===== src/sv/dxt_mip_chain_vertical_flip_defines.svh =====
// ----------------------------------------------------------------------------
// DXT mip chain vertical flip: assertion macros
// Concurrent assertion helpers shared by the modules of the block. They
// expand to nothing when SYNTH is defined.
// ----------------------------------------------------------------------------
`ifndef DXT_MIP_CHAIN_VERTICAL_FLIP_DEFINES_SVH
`define DXT_MIP_CHAIN_VERTICAL_FLIP_DEFINES_SVH
`ifndef SYNTH
// Checked on every rising edge of clk, ignored while arst_n is low.
`define DXTF_ASSERT(name, prop, msg) \
	name: assert property (@(posedge clk) disable iff (!arst_n) prop) else $error(msg);
// Checked on every rising edge of clk, reset included.
`define DXTF_ASSERT_RST(name, prop, msg) \
	name: assert property (@(posedge clk) prop) else $error(msg);
`else
`define DXTF_ASSERT(name, prop, msg)
`define DXTF_ASSERT_RST(name, prop, msg)
`endif
`endif


===== src/sv/dxtf_pkg.sv =====
// ----------------------------------------------------------------------------
// DXT mip chain vertical flip: package
// Shared widths, codes, item types and small helper functions.
// ----------------------------------------------------------------------------
package dxtf_pkg;

	// Limits of the mip chain.
	localparam int MAX_DIM    = 16384;
	localparam int MAX_LEVELS = 15;

	// Field widths.
	localparam int DIM_W      = 15;
	localparam int BLK_W      = 13;
	localparam int IDX_W      = 12;
	localparam int LVL_W      = 4;
	localparam int OFF_W      = 29;
	localparam int PROD_W     = IDX_W + BLK_W;
	localparam int DATA_W     = 64;
	localparam int CFG_IDX_W  = 3;
	localparam int CFG_DATA_W = 15;

	// Block sizes in bytes.
	localparam logic [OFF_W-1:0] BYTES_NARROW = OFF_W'(8);
	localparam logic [OFF_W-1:0] BYTES_WIDE   = OFF_W'(16);

	typedef enum logic [1:0] {
		FMT_DXT1 = 2'd0,
		FMT_DXT3 = 2'd1,
		FMT_DXT5 = 2'd2
	} fmt_t;

	typedef enum logic [CFG_IDX_W-1:0] {
		REG_FORMAT = 3'd0,
		REG_WIDTH  = 3'd1,
		REG_HEIGHT = 3'd2,
		REG_LEVELS = 3'd3
	} reg_idx_t;

	// Register reset values.
	localparam fmt_t             RST_FORMAT = FMT_DXT1;
	localparam logic [DIM_W-1:0] RST_WIDTH  = DIM_W'(4);
	localparam logic [DIM_W-1:0] RST_HEIGHT = DIM_W'(4);
	localparam logic [LVL_W-1:0] RST_LEVELS = LVL_W'(1);

	typedef struct packed {
		logic [DATA_W-1:0] block_low;
		logic [DATA_W-1:0] block_high;
	} in_item_t;

	typedef struct packed {
		logic [DATA_W-1:0] flipped_low;
		logic [DATA_W-1:0] flipped_high;
		logic [OFF_W-1:0]  dest_offset;
		logic              last_block;
	} out_item_t;

	// Position of the current block in the chain, handed to the datapath.
	typedef struct packed {
		fmt_t              fmt;
		logic [IDX_W-1:0]  row_rev;
		logic [BLK_W-1:0]  bx;
		logic [IDX_W-1:0]  col;
		logic [OFF_W-1:0]  base;
		logic              last;
	} pos_t;

	// Zero becomes 1, anything above the limit is held at the limit.
	function automatic logic [DIM_W-1:0] clamp_dim(input logic [DIM_W-1:0] d);
		logic [DIM_W-1:0] r;
		r = d;
		if (d == '0) r = DIM_W'(1);
		else if (d > DIM_W'(MAX_DIM)) r = DIM_W'(MAX_DIM);
		return r;
	endfunction

	// Next level size: half, never below 1.
	function automatic logic [DIM_W-1:0] halve_dim(input logic [DIM_W-1:0] d);
		logic [DIM_W-1:0] h;
		h = d >> 1;
		return (h == '0) ? DIM_W'(1) : h;
	endfunction

	// Number of 4x4 blocks covering a pixel size.
	function automatic logic [BLK_W-1:0] blocks_of(input logic [DIM_W-1:0] d);
		logic [DIM_W:0] s;
		s = {1'b0, d} + (DIM_W+1)'(3);
		return s[DIM_W-1:2];
	endfunction

endpackage


===== src/sv/dxtf_flip.sv =====
// ----------------------------------------------------------------------------
// DXT mip chain vertical flip: block rewiring
// Reorders the rows of one compressed block according to its format.
// ----------------------------------------------------------------------------
module dxtf_flip (
	input  dxtf_pkg::fmt_t                 fmt,
	input  dxtf_pkg::in_item_t             blk,
	output logic [dxtf_pkg::DATA_W-1:0]    flo,
	output logic [dxtf_pkg::DATA_W-1:0]    fhi
);
	import dxtf_pkg::*;

	logic [DATA_W-1:0] lo_keep_rev;
	logic [DATA_W-1:0] hi_keep_rev;
	logic [DATA_W-1:0] lo_rev16;
	logic [DATA_W-1:0] lo_dxt5;
	logic [23:0]       grp_a;
	logic [23:0]       grp_b;

	// Colour part: endpoints kept, the four index rows reversed.
	always_comb begin
		lo_keep_rev = blk.block_low;
		hi_keep_rev = blk.block_high;
		for (int i = 0; i < 4; i++) begin
			lo_keep_rev[8*(4+i) +: 8] = blk.block_low[8*(7-i) +: 8];
			hi_keep_rev[8*(4+i) +: 8] = blk.block_high[8*(7-i) +: 8];
		end
	end

	// Explicit alpha: the four 16-bit rows reversed.
	always_comb begin
		for (int k = 0; k < 4; k++) begin
			lo_rev16[16*k +: 16] = blk.block_low[16*(3-k) +: 16];
		end
	end

	// Interpolated alpha: endpoints kept, each 24-bit index group has its
	// halves swapped and the two groups change places.
	assign grp_a   = blk.block_low[39:16];
	assign grp_b   = blk.block_low[63:40];
	assign lo_dxt5 = {grp_a[11:0], grp_a[23:12], grp_b[11:0], grp_b[23:12],
		blk.block_low[15:0]};

	// Select by format; the unused code behaves as DXT5.
	always_comb begin
		case (fmt)
			FMT_DXT1: begin
				flo = lo_keep_rev;
				fhi = '0;
			end
			FMT_DXT3: begin
				flo = lo_rev16;
				fhi = hi_keep_rev;
			end
			default: begin
				flo = lo_dxt5;
				fhi = hi_keep_rev;
			end
		endcase
	end

endmodule


===== src/sv/dxtf_walk.sv =====
// ----------------------------------------------------------------------------
// DXT mip chain vertical flip: chain walker
// Holds the configuration registers and the column, row and level counters,
// and gives the position of the next block in the flipped chain.
// ----------------------------------------------------------------------------
`include "dxt_mip_chain_vertical_flip_defines.svh"

module dxtf_walk (
	input  logic                              clk,
	input  logic                              arst_n,
	input  logic                              cfg_valid,
	input  logic [dxtf_pkg::CFG_IDX_W-1:0]    cfg_index,
	input  logic [dxtf_pkg::CFG_DATA_W-1:0]   cfg_data,
	input  logic                              adv,
	output dxtf_pkg::pos_t                    pos
);
	import dxtf_pkg::*;

	// Configuration registers.
	fmt_t             fmt_q;
	logic [DIM_W-1:0] base_w_q;
	logic [DIM_W-1:0] base_h_q;
	logic [LVL_W-1:0] lvl_cnt_q;

	// Chain position.
	logic [LVL_W-1:0] lvl_idx_q;
	logic [DIM_W-1:0] lvl_w_q;
	logic [DIM_W-1:0] lvl_h_q;
	logic [IDX_W-1:0] col_q;
	logic [IDX_W-1:0] row_q;
	logic [OFF_W-1:0] base_q;
	logic [OFF_W-1:0] acc_q;

	fmt_t             fmt_n;
	logic [DIM_W-1:0] base_w_n;
	logic [DIM_W-1:0] base_h_n;
	logic [LVL_W-1:0] lvl_cnt_n;
	logic             cfg_hit;
	reg_idx_t         widx;

	logic [BLK_W-1:0] bx;
	logic [BLK_W-1:0] by;
	logic [BLK_W-1:0] col_inc;
	logic [BLK_W-1:0] row_inc;
	logic [BLK_W-1:0] row_rev_full;
	logic [LVL_W:0]   lvl_inc;
	logic [LVL_W-1:0] lvl_used;
	logic             last_col;
	logic             last_row;
	logic             last_lvl;
	logic [OFF_W-1:0] step;
	logic [OFF_W-1:0] acc_nxt;

	// Decode a register write; every known index restarts the chain.
	assign widx = reg_idx_t'(cfg_index);

	always_comb begin
		fmt_n     = fmt_q;
		base_w_n  = base_w_q;
		base_h_n  = base_h_q;
		lvl_cnt_n = lvl_cnt_q;
		cfg_hit   = 1'b0;
		if (cfg_valid) begin
			case (widx)
				REG_FORMAT: begin
					fmt_n   = fmt_t'(cfg_data[1:0]);
					cfg_hit = 1'b1;
				end
				REG_WIDTH: begin
					base_w_n = cfg_data;
					cfg_hit  = 1'b1;
				end
				REG_HEIGHT: begin
					base_h_n = cfg_data;
					cfg_hit  = 1'b1;
				end
				REG_LEVELS: begin
					lvl_cnt_n = cfg_data[LVL_W-1:0];
					cfg_hit   = 1'b1;
				end
				default: begin
					cfg_hit = 1'b0;
				end
			endcase
		end
	end

	// Level geometry and end-of-row, end-of-level detection.
	assign bx       = blocks_of(lvl_w_q);
	assign by       = blocks_of(lvl_h_q);
	assign col_inc  = {1'b0, col_q} + BLK_W'(1);
	assign row_inc  = {1'b0, row_q} + BLK_W'(1);
	assign last_col = (col_inc >= bx);
	assign last_row = (row_inc >= by);

	always_comb begin
		lvl_used = lvl_cnt_q;
		if (lvl_cnt_q == '0) lvl_used = LVL_W'(1);
		else if (lvl_cnt_q > LVL_W'(MAX_LEVELS)) lvl_used = LVL_W'(MAX_LEVELS);
	end

	assign lvl_inc  = {1'b0, lvl_idx_q} + (LVL_W+1)'(1);
	assign last_lvl = (lvl_inc >= {1'b0, lvl_used});

	// The running byte count of the chain gives the start of the next level.
	assign step    = (fmt_q == FMT_DXT1) ? BYTES_NARROW : BYTES_WIDE;
	assign acc_nxt = acc_q + step;

	assign row_rev_full = by - BLK_W'(1) - {1'b0, row_q};

	always_comb begin
		pos.fmt     = fmt_q;
		pos.row_rev = row_rev_full[IDX_W-1:0];
		pos.bx      = bx;
		pos.col     = col_q;
		pos.base    = base_q;
		pos.last    = last_col && last_row && last_lvl;
	end

	// Register writes restart the chain from the new contents; otherwise
	// each accepted item steps the counters.
	always_ff @(posedge clk or negedge arst_n) begin
		if (!arst_n) begin
			fmt_q     <= RST_FORMAT;
			base_w_q  <= RST_WIDTH;
			base_h_q  <= RST_HEIGHT;
			lvl_cnt_q <= RST_LEVELS;
			lvl_idx_q <= '0;
			lvl_w_q   <= clamp_dim(RST_WIDTH);
			lvl_h_q   <= clamp_dim(RST_HEIGHT);
			col_q     <= '0;
			row_q     <= '0;
			base_q    <= '0;
			acc_q     <= '0;
		end else if (cfg_hit) begin
			fmt_q     <= fmt_n;
			base_w_q  <= base_w_n;
			base_h_q  <= base_h_n;
			lvl_cnt_q <= lvl_cnt_n;
			lvl_idx_q <= '0;
			lvl_w_q   <= clamp_dim(base_w_n);
			lvl_h_q   <= clamp_dim(base_h_n);
			col_q     <= '0;
			row_q     <= '0;
			base_q    <= '0;
			acc_q     <= '0;
		end else if (adv) begin
			// The running count starts again with the chain after its last block.
			acc_q <= pos.last ? '0 : acc_nxt;
			if (!last_col) begin
				col_q <= col_inc[IDX_W-1:0];
			end else begin
				col_q <= '0;
				if (!last_row) begin
					row_q <= row_inc[IDX_W-1:0];
				end else if (last_lvl) begin
					lvl_idx_q <= '0;
					lvl_w_q   <= clamp_dim(base_w_q);
					lvl_h_q   <= clamp_dim(base_h_q);
					row_q     <= '0;
					base_q    <= '0;
				end else begin
					row_q     <= '0;
					base_q    <= acc_nxt;
					lvl_w_q   <= halve_dim(lvl_w_q);
					lvl_h_q   <= halve_dim(lvl_h_q);
					lvl_idx_q <= lvl_inc[LVL_W-1:0];
				end
			end
		end
	end

	`DXTF_ASSERT(a_col_in_row, ({1'b0, col_q} < bx), "block column beyond row width")
	`DXTF_ASSERT(a_row_in_level, ({1'b0, row_q} < by), "block row beyond level height")
	`DXTF_ASSERT(a_wrap_restarts, (adv && pos.last && !cfg_hit) |=> (col_q == '0 && row_q == '0 && lvl_idx_q == '0 && acc_q == '0), "chain did not restart after its last block")

endmodule


===== src/sv/dxtf_pipe.sv =====
// ----------------------------------------------------------------------------
// DXT mip chain vertical flip: offset pipeline
// Three-stage elastic pipeline: input register, row offset product and
// result register with the destination byte offset.
// ----------------------------------------------------------------------------
`include "dxt_mip_chain_vertical_flip_defines.svh"

module dxtf_pipe (
	input  logic                           clk,
	input  logic                           arst_n,
	input  logic                           src_valid,
	output logic                           src_stall,
	input  logic [dxtf_pkg::DATA_W-1:0]    flo,
	input  logic [dxtf_pkg::DATA_W-1:0]    fhi,
	input  dxtf_pkg::pos_t                 pos,
	output logic                           adv,
	output logic                           res_valid,
	input  logic                           res_stall,
	output dxtf_pkg::out_item_t            res_item
);
	import dxtf_pkg::*;

	logic              vld_s1;
	logic [DATA_W-1:0] lo_s1;
	logic [DATA_W-1:0] hi_s1;
	pos_t              pos_s1;

	logic              vld_s2;
	logic [DATA_W-1:0] lo_s2;
	logic [DATA_W-1:0] hi_s2;
	logic [PROD_W-1:0] prod_s2;
	logic [IDX_W-1:0]  col_s2;
	logic [OFF_W-1:0]  base_s2;
	logic              wide_s2;
	logic              last_s2;

	logic              vld_s3;
	out_item_t         res_s3;

	logic              load_s1;
	logic              load_s2;
	logic              load_s3;
	logic [PROD_W-1:0] prod;
	logic [PROD_W-1:0] blk_idx;
	logic [OFF_W-1:0]  blk_bytes;

	// A stage loads when it is empty or its contents move on.
	assign load_s3   = !vld_s3 || !res_stall;
	assign load_s2   = !vld_s2 || load_s3;
	assign load_s1   = !vld_s1 || load_s2;
	assign src_stall = !load_s1;
	assign adv       = src_valid && load_s1;

	// Valid bits.
	always_ff @(posedge clk or negedge arst_n) begin
		if (!arst_n) begin
			vld_s1 <= 1'b0;
			vld_s2 <= 1'b0;
			vld_s3 <= 1'b0;
		end else begin
			if (load_s1) vld_s1 <= src_valid;
			if (load_s2) vld_s2 <= vld_s1;
			if (load_s3) vld_s3 <= vld_s2;
		end
	end

	// Stage 1: flipped block and its position.
	always_ff @(posedge clk) begin
		if (load_s1) begin
			lo_s1  <= flo;
			hi_s1  <= fhi;
			pos_s1 <= pos;
		end
	end

	// Stage 2: blocks preceding the destination row within the level.
	assign prod = PROD_W'(pos_s1.row_rev) * PROD_W'(pos_s1.bx);

	always_ff @(posedge clk) begin
		if (load_s2) begin
			lo_s2   <= lo_s1;
			hi_s2   <= hi_s1;
			prod_s2 <= prod;
			col_s2  <= pos_s1.col;
			base_s2 <= pos_s1.base;
			wide_s2 <= (pos_s1.fmt != FMT_DXT1);
			last_s2 <= pos_s1.last;
		end
	end

	// Stage 3: byte offset, wrapping at the offset width.
	assign blk_idx   = prod_s2 + PROD_W'(col_s2);
	assign blk_bytes = wide_s2 ? OFF_W'({blk_idx, 4'b0}) : OFF_W'({blk_idx, 3'b0});

	always_ff @(posedge clk) begin
		if (load_s3) begin
			res_s3.flipped_low  <= lo_s2;
			res_s3.flipped_high <= hi_s2;
			res_s3.dest_offset  <= base_s2 + blk_bytes;
			res_s3.last_block   <= last_s2;
		end
	end

	assign res_valid = vld_s3;
	assign res_item  = res_s3;

	`DXTF_ASSERT(a_stall_only_full, src_stall |-> (vld_s1 && vld_s2 && vld_s3), "input stalled with a free stage")
	`DXTF_ASSERT(a_s2_holds, (vld_s2 && vld_s3 && res_stall) |=> (vld_s2 && $stable(prod_s2)), "stage 2 lost its item under stall")
	`DXTF_ASSERT_RST(a_reset_empty, !arst_n |-> !res_valid, "result valid during reset")

endmodule


===== src/sv/dxt_mip_chain_vertical_flip.sv =====
// ----------------------------------------------------------------------------
// DXT mip chain vertical flip: top level
// Flips DXT1, DXT3 and DXT5 blocks of a whole mip chain and places them.
// ----------------------------------------------------------------------------
// Usage. Configuration is written through cfg_valid/cfg_ready with a
// register index and data (format, base width, base height, level count);
// cfg_ready is always high and a write to any known index restarts the
// chain. Write only while the block holds no item.
// Source items (src_item) are compressed blocks in source order and are
// taken at an edge where src_valid is high and src_stall low. Each gives
// one result item on res_item: the flipped block, its byte offset in the
// flipped chain and a flag on the final block of the last level, after
// which the counters return to the start of the chain.
// An accepted item passes the input, product and result registers before it
// can be taken; one item is accepted per cycle while src_stall is low, in the
// three-stage offset pipeline. While res_stall is high the result holds and
// the pipeline fills; src_stall rises once all three stages are occupied.
// Reset empties the pipeline and loads DXT1, 4 by 4 pixels and one level.
// ----------------------------------------------------------------------------
module dxt_mip_chain_vertical_flip (
	input  logic                              clk,
	input  logic                              arst_n,
	input  logic                              cfg_valid,
	output logic                              cfg_ready,
	input  logic [dxtf_pkg::CFG_IDX_W-1:0]    cfg_index,
	input  logic [dxtf_pkg::CFG_DATA_W-1:0]   cfg_data,
	input  logic                              src_valid,
	output logic                              src_stall,
	input  dxtf_pkg::in_item_t                src_item,
	output logic                              res_valid,
	input  logic                              res_stall,
	output dxtf_pkg::out_item_t               res_item
);
	import dxtf_pkg::*;

	pos_t              pos;
	logic              adv;
	logic [DATA_W-1:0] flo;
	logic [DATA_W-1:0] fhi;

	// Register writes are always taken.
	assign cfg_ready = 1'b1;

	// Chain position and configuration.
	dxtf_walk u_walk (
		.clk       (clk),
		.arst_n    (arst_n),
		.cfg_valid (cfg_valid),
		.cfg_index (cfg_index),
		.cfg_data  (cfg_data),
		.adv       (adv),
		.pos       (pos)
	);

	// Row reordering of the incoming block.
	dxtf_flip u_flip (
		.fmt (pos.fmt),
		.blk (src_item),
		.flo (flo),
		.fhi (fhi)
	);

	// Offset computation and output register.
	dxtf_pipe u_pipe (
		.clk       (clk),
		.arst_n    (arst_n),
		.src_valid (src_valid),
		.src_stall (src_stall),
		.flo       (flo),
		.fhi       (fhi),
		.pos       (pos),
		.adv       (adv),
		.res_valid (res_valid),
		.res_stall (res_stall),
		.res_item  (res_item)
	);

endmodule


===== config.mk =====
export PLATFORM = sky130hd
export DESIGN_NAME = dxt_mip_chain_vertical_flip
export DESIGN_NICKNAME = d
export VERILOG_FILES = /design/src/sv/dxtf_pkg.sv /design/src/sv/dxtf_flip.sv /design/src/sv/dxtf_walk.sv /design/src/sv/dxtf_pipe.sv /design/src/sv/dxt_mip_chain_vertical_flip.sv
export VERILOG_INCLUDE_DIRS = /design/src /design/src/sv
export SDC_FILE = /design/constraint.sdc
export NUM_CORES = 1
export LEC_CHECK = 0
export ABC_AREA = 1
export BUFFER_PORTS_ARGS = -buffer_cell sky130_fd_sc_hd__clkbuf_2
export CORE_MARGIN = 2
export CORE_UTILIZATION = 40
export DETAILED_ROUTE_END_ITERATION = 16
export PLACE_DENSITY_LB_ADDON = 0.05
export SLEW_MARGIN = 30
export SYNTH_ARGS = -nofsm -noshare
export SYNTH_HDL_FRONTEND = slang
export SYNTH_SLANG_ARGS = --single-unit
export TNS_END_PERCENT = 10

===== constraint.sdc =====
create_clock -name clk -period 11.6 [get_ports clk]
set_clock_uncertainty 0.05 [all_clocks]
set_input_delay 0 -clock clk [delete_from_list [all_inputs] [get_ports clk]]
set_output_delay 0 -clock clk [all_outputs]
set_load 0.02 [all_outputs]

==> results.toml, run 1 <==
[status]
outcome = "finished clean"

[floorplan]
rows = 109
die_w_um = 302
num_io_pins = 312
dieArea_um2 = 91300
start_util_pct = 40.3
fp.dieH_um = 302
core-area_um2 = 88200

[sta]
hold_viol = 0
fin_crit_ns = 5.34
slew_violations = 0
fin_setup_tns_ns = 0
rsz0062_at_grt = "no"
worstMarginPinSlew_ns = 0.957
finalCritPeriodShare_pct = 46.1
fmax_mhz = 187
setup_viol = 0
relSlewSlack_pct = 36.1

[final_layout]
fin_util_pct = 48.4
multi_input_area_um2 = 12900
final_layout_size_suffix_gt1_share_pct = 12.1
num-fill-cells = 8130
syn2layout_area_growth_pct = 20.1
regArea_um2 = 20100
fin_nets = 4329

[synth]
synth_nets = 3831
ys.flop_type = "edfxtp_1"
synth_largest_area_cell = "edfxtp_1"
syn_avg_cell_area_um2 = 10.4
ys_async_sr_fraction_pct = 21.6
synth_area_leaders = "edfxtp_1, dfrtp_1, nand2_1, fa_1, inv_1"
synth_top_area_share_pct = 46.0
ys_ff_latch = 695
synth_commonest_cells = "nand2_1, inv_1, edfxtp_1"
synth_edf_count = 545
synth_cell_type_count = 53
synth_most_common_cell = "nand2_1"
yosysWarnings = 0
synth_seq_area_share_pct = 56.6
netlist_area_um2 = 35600
netlist_instances = 3420

[hold_path]
hold_start = "res_stall"
min_to = "u_pipe.res_valid$_DFFE_PN0P_"
hp-class = "in -> reg"
min_path_cells = 3

[clock_network]
cts_root_buf = "clkbuf_16"
clockBufferDepth = 3
cts-htree-levels = 3
clock-sinks = 695
cts_tree = "built"
clock_latency_ns = 0.63
clk_pin_slew_ns = 0.05
cts_buffers = 80

[drt]
vias = 25500
avgViaCountPerCell = 4.96
drtIter0Drc = 1921
drt-total-wl_um = 92800
first_pass_iters = 5
drcViolationCount = 0
antenna_left = 0
wire_per_inst_um = 18.0

[setup_path]
crit_arrival_ns = 5.67
critPathKind = "reg -> reg"
reg2reg_depth = 19
crit_family = "adder cells"
critPathMaxStageDelay_ns = 0.65
rr_startpoint = "u_pipe.pos_s1[62]$_DFFE_PN_"
path_cells = "nand2_1 > inv_1 > fa_1 > inv_1 > fa_1 > inv_1 > fa_1 > fa_1 > inv_1 > fa_1 > inv_1 > ha_1 > a21oi_1 > o21ai_0 > a211oi_1 > nand2_1 > nand2_1 > nand3_1 > xor2_1"
r2r_end = "u_pipe.prod_s2[22]$_DFFE_PP_"
startpoint_type = "flop"
cp_slowest_cell = "edfxtp_1"
reg2reg_setup_slack_ns = 6.26
cp_num_buf_inv = 5
path_max_fanout = 13
cp-end-kind = "flop"
cp.required_ns = 11.92

[global_routing]
grt_start_max_net_pins = 94
grt_pass1_wl_um = 146000
grtUsageTotal_pct = 20.5
antenna_found_initial = 3
grt_pass1_vias = 25800
grt_overflow_total = 0

[placed_design]
place_congestion = 0.899
dp_hpwl_um = 67700
portBuffers = 310

[run]
maxCapViolCount = 0
## worst register-to-register path, delay by kind of cell (launching register included)
kind                     cells  cell delay [ns]
flip-flops                   1             0.65
AO/OA/AOI/OAI                3             0.63
AND/OR/NAND/NOR              4             0.45
adder cells (fa/ha/maj)      6             2.89
XOR/XNOR                     1             0.15
buffers and inverters        5             0.27
## per-layer routing
layer,global-route usage (%),part of all wire (%),up-vias
li1,-,-,12300
met1,28.4,46,12400
met2,33.9,47,633
met3,2.82,4.2,126
met4,5.52,2.3,0
met5,0,0,-
## cells by family (layout without fill, tap and decap cells)
logic type | count (synthesis) | in the layout | synth area share, %
XOR/XNOR | 108 | 108 | 2.66
AND/OR/NAND/NOR | 1347 | 1347 | 16.1
flip-flops | 695 | 695 | 56.6
other | 1 | 6 | 0.0105
adder cells (fa/ha/maj) | 260 | 260 | 11.6
AO/OA/AOI/OAI | 351 | 351 | 5.81
buffers and inverters | 658 | 1218 | 7.22
## registers in the layout (all words and copies together), names as in the netlist, 2 cells and up
name,flops
u_pipe.base_s2,27
u_pipe.col_s2,12
u_pipe.hi_s1,64
u_pipe.hi_s2,64
u_pipe.lo_s1,64
u_pipe.lo_s2,64
u_pipe.pos_s1,67
u_pipe.prod_s2,25
u_pipe.res_item,156
u_walk.acc_q,26
u_walk.base_h_q,15
u_walk.base_q,27
u_walk.base_w_q,15
u_walk.col_q,12
u_walk.fmt_q,2
u_walk.lvl_cnt_q,4
u_walk.lvl_h_q,15
u_walk.lvl_idx_q,4
u_walk.lvl_w_q,15
u_walk.row_q,12
## cell usage in the layout (no fill, tap or decap), types with 10 or more instances in the layout
cell type	instances
o211ai_1	10
clkinv_2	11
clkbuf_16	82
clkbuf_2	309
xnor2_1	25
o21ai_0	139
o221ai_1	23
a31oi_1	11
a21o_1	13
nand4_1	44
nor4_1	13
fa_1	114
nor2_1	209
nand2_1	780
nand3_2	14
a21oi_1	81
clkbuf_1	23
a22oi_1	20
o22ai_1	20
clkinv_1	17
edfxtp_1	545
buf_4	16
dfrtp_1	145
ha_1	146
nand3_1	214
nor3_1	39
xor2_1	83
inv_1	546
dlygate4sd3_1	192
## per-stage QoR
step / area (um2) / hold slack, ns / setup slack, ns / std cells
after floorplan: 35600 / -0.346 / 1.45 / 3420
after global placement: 38200 / 0.0410 / 6.32 / 4807
after detailed placement: 38300 / 0.0444 / 6.26 / 4807
after CTS: 42700 / 0.0541 / 6.28 / 5144
after global routing: 42700 / 0.0777 / 5.87 / 5148
final: 42700 / 0.0601 / 6.26 / 5150
## area by class of cell
cell class | count | share of cell area [%]
flip-flops and latches | 695 | 47.1
multi-input cells | 2067 | 30.2
repair buffers | 522 | 8.61
clock buffers | 106 | 5.04
inverters | 552 | 4.87
well taps | 1165 | 3.41
clock inverters | 38 | 0.715
diodes | 5 | 0.0293
## how the worst max path moves through the flow
stage,startpoint,end,slack (ns),cells past startpoint
floorplan,u_pipe.res_valid$_DFFE_PN0P_,u_pipe.hi_s1[0]$_SDFFCE_PP0N_,1.45,5
global placement,u_pipe.pos_s1[63]$_DFFE_PN_,u_pipe.prod_s2[22]$_DFFE_PP_,6.32,19
detailed placement,u_pipe.pos_s1[63]$_DFFE_PN_,u_pipe.prod_s2[22]$_DFFE_PP_,6.26,19
CTS,u_pipe.pos_s1[63]$_DFFE_PN_,u_pipe.prod_s2[22]$_DFFE_PP_,6.28,19
global route,u_pipe.pos_s1[63]$_DFFE_PN_,u_pipe.prod_s2[22]$_DFFE_PP_,5.87,19
finish,u_pipe.pos_s1[62]$_DFFE_PN_,u_pipe.prod_s2[22]$_DFFE_PP_,6.26,19
## repair_timing
item                                    in CTS  in global routing
gates resized for setup                      0                  0
endpoints found under the setup margin       0                  0
setup buffers                                0                  0
hold endpoints to repair                   270                  0
hold buffers                               193                  0
Power of run 1 is not shown: default switching activity piles up to over one toggle a cycle in this logic, so the estimate is an artifact.
==> inputs of run 2 (changes only) <==
==> constraint.sdc (replaced) <==
create_clock -name clk -period 5.6 [get_ports clk]
set_clock_uncertainty 0.05 [all_clocks]
set_input_delay 0 -clock clk [delete_from_list [all_inputs] [get_ports clk]]
set_output_delay 0 -clock clk [all_outputs]
set_load 0.02 [all_outputs]
==> run 2 against run 1 <==
Against the previous run: via count rose by 0.57%; wire length rose by 3.0%; die area did not move; core utilization rose by 0.56 points; non-clock buffer count rose by 44; sequential share of layout area fell by 0.54 points; final area rose by 1.2%; setup slack got worse by 5.9 ns; largest cell class unchanged; clock-buffer cell count did not move; highest routed layer unchanged; flip-flop and latch count did not move.
==> results.toml, run 2 (synthesis gave the netlist of run 1 again) <==
[floorplan]
start_util_pct = 40.3
rows = 109
die_w_um = 302
fp.dieH_um = 302
num_io_pins = 312
core-area_um2 = 88200
dieArea_um2 = 91300

[sta]
worstMarginPinSlew_ns = 0.991
fin_crit_ns = 5.29
rsz0062_at_grt = "no"
finalCritPeriodShare_pct = 94.4
slew_violations = 0
fin_setup_tns_ns = 0
setup_viol = 0
whs_ns = 0.112
fmax_mhz = 189
relSlewSlack_pct = 33.8
hold_viol = 0

[global_routing]
antenna_found_initial = 7
grtUsageTotal_pct = 21.2
grt_pass1_vias = 26000
grt_overflow_total = 0
grt_pass1_wl_um = 149000
grt_start_max_net_pins = 129

[drt]
antenna_left = 0
drcViolationCount = 0
drt-total-wl_um = 95600
drtIter0Drc = 1794
first_pass_iters = 5
vias = 25700
wire_per_inst_um = 18.4
avgViaCountPerCell = 4.94

[clock_network]
cts_buffers = 80
cts_tree = "built"
clk_pin_slew_ns = 0.06
clock-sinks = 695
clockBufferDepth = 3
cts-htree-levels = 3
cts_root_buf = "clkbuf_16"
clock_latency_ns = 0.63

[placed_design]
place_congestion = 0.862
portBuffers = 310
dp_hpwl_um = 69700

[setup_path]
startpoint_type = "flop"
cp.required_ns = 5.92
critPathKind = "reg -> reg"
path_max_fanout = 9
cp-end-kind = "flop"
crit_arrival_ns = 5.61

[status]
outcome = "finished clean"

[final_layout]
final_cell_mix = "nand2_1, inv_1, edfxtp_1, clkbuf_2, nand3_1"
fin_nets = 4373
layout_commonest_cell = "nand2_1"
largest_reg_flops = 156
syn2layout_area_growth_pct = 21.5
final_layout_size_suffix_gt1_share_pct = 13.2
num-fill-cells = 8175

[run]
maxCapViolCount = 0

[hold_path]
hp-class = "in -> reg"
## run 2: changes by cell type in the layout (fill, tap and decap cells not counted), moves of 2 or more
cell           delta
clkinv_1          -4
bufinv_16         +4
buf_4            +36
buf_12            +5
dlygate4sd3_1     +2
inv_16            -2
clkinv_2          +2
clkinvlp_4        +3
## run 2: timing repair
item                                    CTS  global route
setup buffers                             0            32
endpoints found under the setup margin    0             6
gates resized for setup                   0             1
endpoints found under the hold margin   299             0
hold buffers                            195             0
## run 2: path summary, 6_finish.rpt
path / from / slack [ns] / cells after the start / to
setup / recovery: u_pipe.pos_s1[62]$_DFFE_PN_ / 0.31 / 20 / u_pipe.prod_s2[22]$_DFFE_PP_
hold / removal: src_valid / 0.11 / 4 / u_pipe.vld_s1$_DFFE_PN0N_
setup reg to reg: u_pipe.pos_s1[62]$_DFFE_PN_ / 0.31 / 20 / u_pipe.prod_s2[22]$_DFFE_PP_
hold reg to reg: u_pipe.lo_s2[57]$_DFFE_PP_ / 0.36 / 0 / u_pipe.res_item[151]$_DFFE_PP_
max in group asynchronous: arst_n / 4.31 / 4 / u_walk.base_q[16]$_DFFE_PN0P_
min in group asynchronous: arst_n / 0.46 / 3 / u_walk.lvl_w_q[2]$_DFFE_PN1P_
## run 2: worst max-delay path, cell delays in order (launching register included)
cell      delay [ns]
edfxtp_1        0.55
buf_4           0.24
nand2_1         0.07
inv_1           0.05
fa_1            0.49
inv_1           0.05
fa_1            0.47
inv_1           0.06
fa_1            0.51
fa_1            0.63
inv_1           0.08
fa_1            0.53
inv_1           0.04
ha_1            0.35
nand2_1         0.13
nor2_1          0.06
a211oi_1        0.23
nand2_1         0.12
nand2_1         0.08
nand3_1         0.08
xor2_1          0.15
## run 2: cell type report
type                            instances  area (um2)  area share [%]
Sequential cell                       695       20100            46.6
Multi-Input combinational cell       2067       12900            29.9
Timing Repair Buffer                  566        4080            9.44
Clock buffer                          106        2160            5.01
Inverter                              552        2080            4.81
Tap cell                             1165        1460            3.37
Clock inverter                         39         378           0.875
Antenna cell                            6        15.0          0.0348
## run 2: through the flow
stage	cell area (um2)	setup slack, ns	instances	utilization (%)
5_1_grt	43200	0.0147	5195	49.0
3_3_place_gp	38400	0.252	4817	43.5
4_1_cts	42900	0.241	5157	48.6
6_report	43200	0.313	5196	49.0
2_1_floorplan	35600	-2.94	3420	-
3_5_place_dp	38400	0.238	4817	43.5
## run 2: layer usage
metal  vias up  global-route usage, %  part of all wire [%]  routed length (um)
met3       155                   3.00                   4.4                4220
met1     12500                   29.3                    46               44000
met5         -                      0                     0                   0
met2       595                   34.6                    47               44500
li1      12400                      -                     -                   -
met4         0                   6.32                   3.0                2830
Power of run 2 is left out for the same reason.
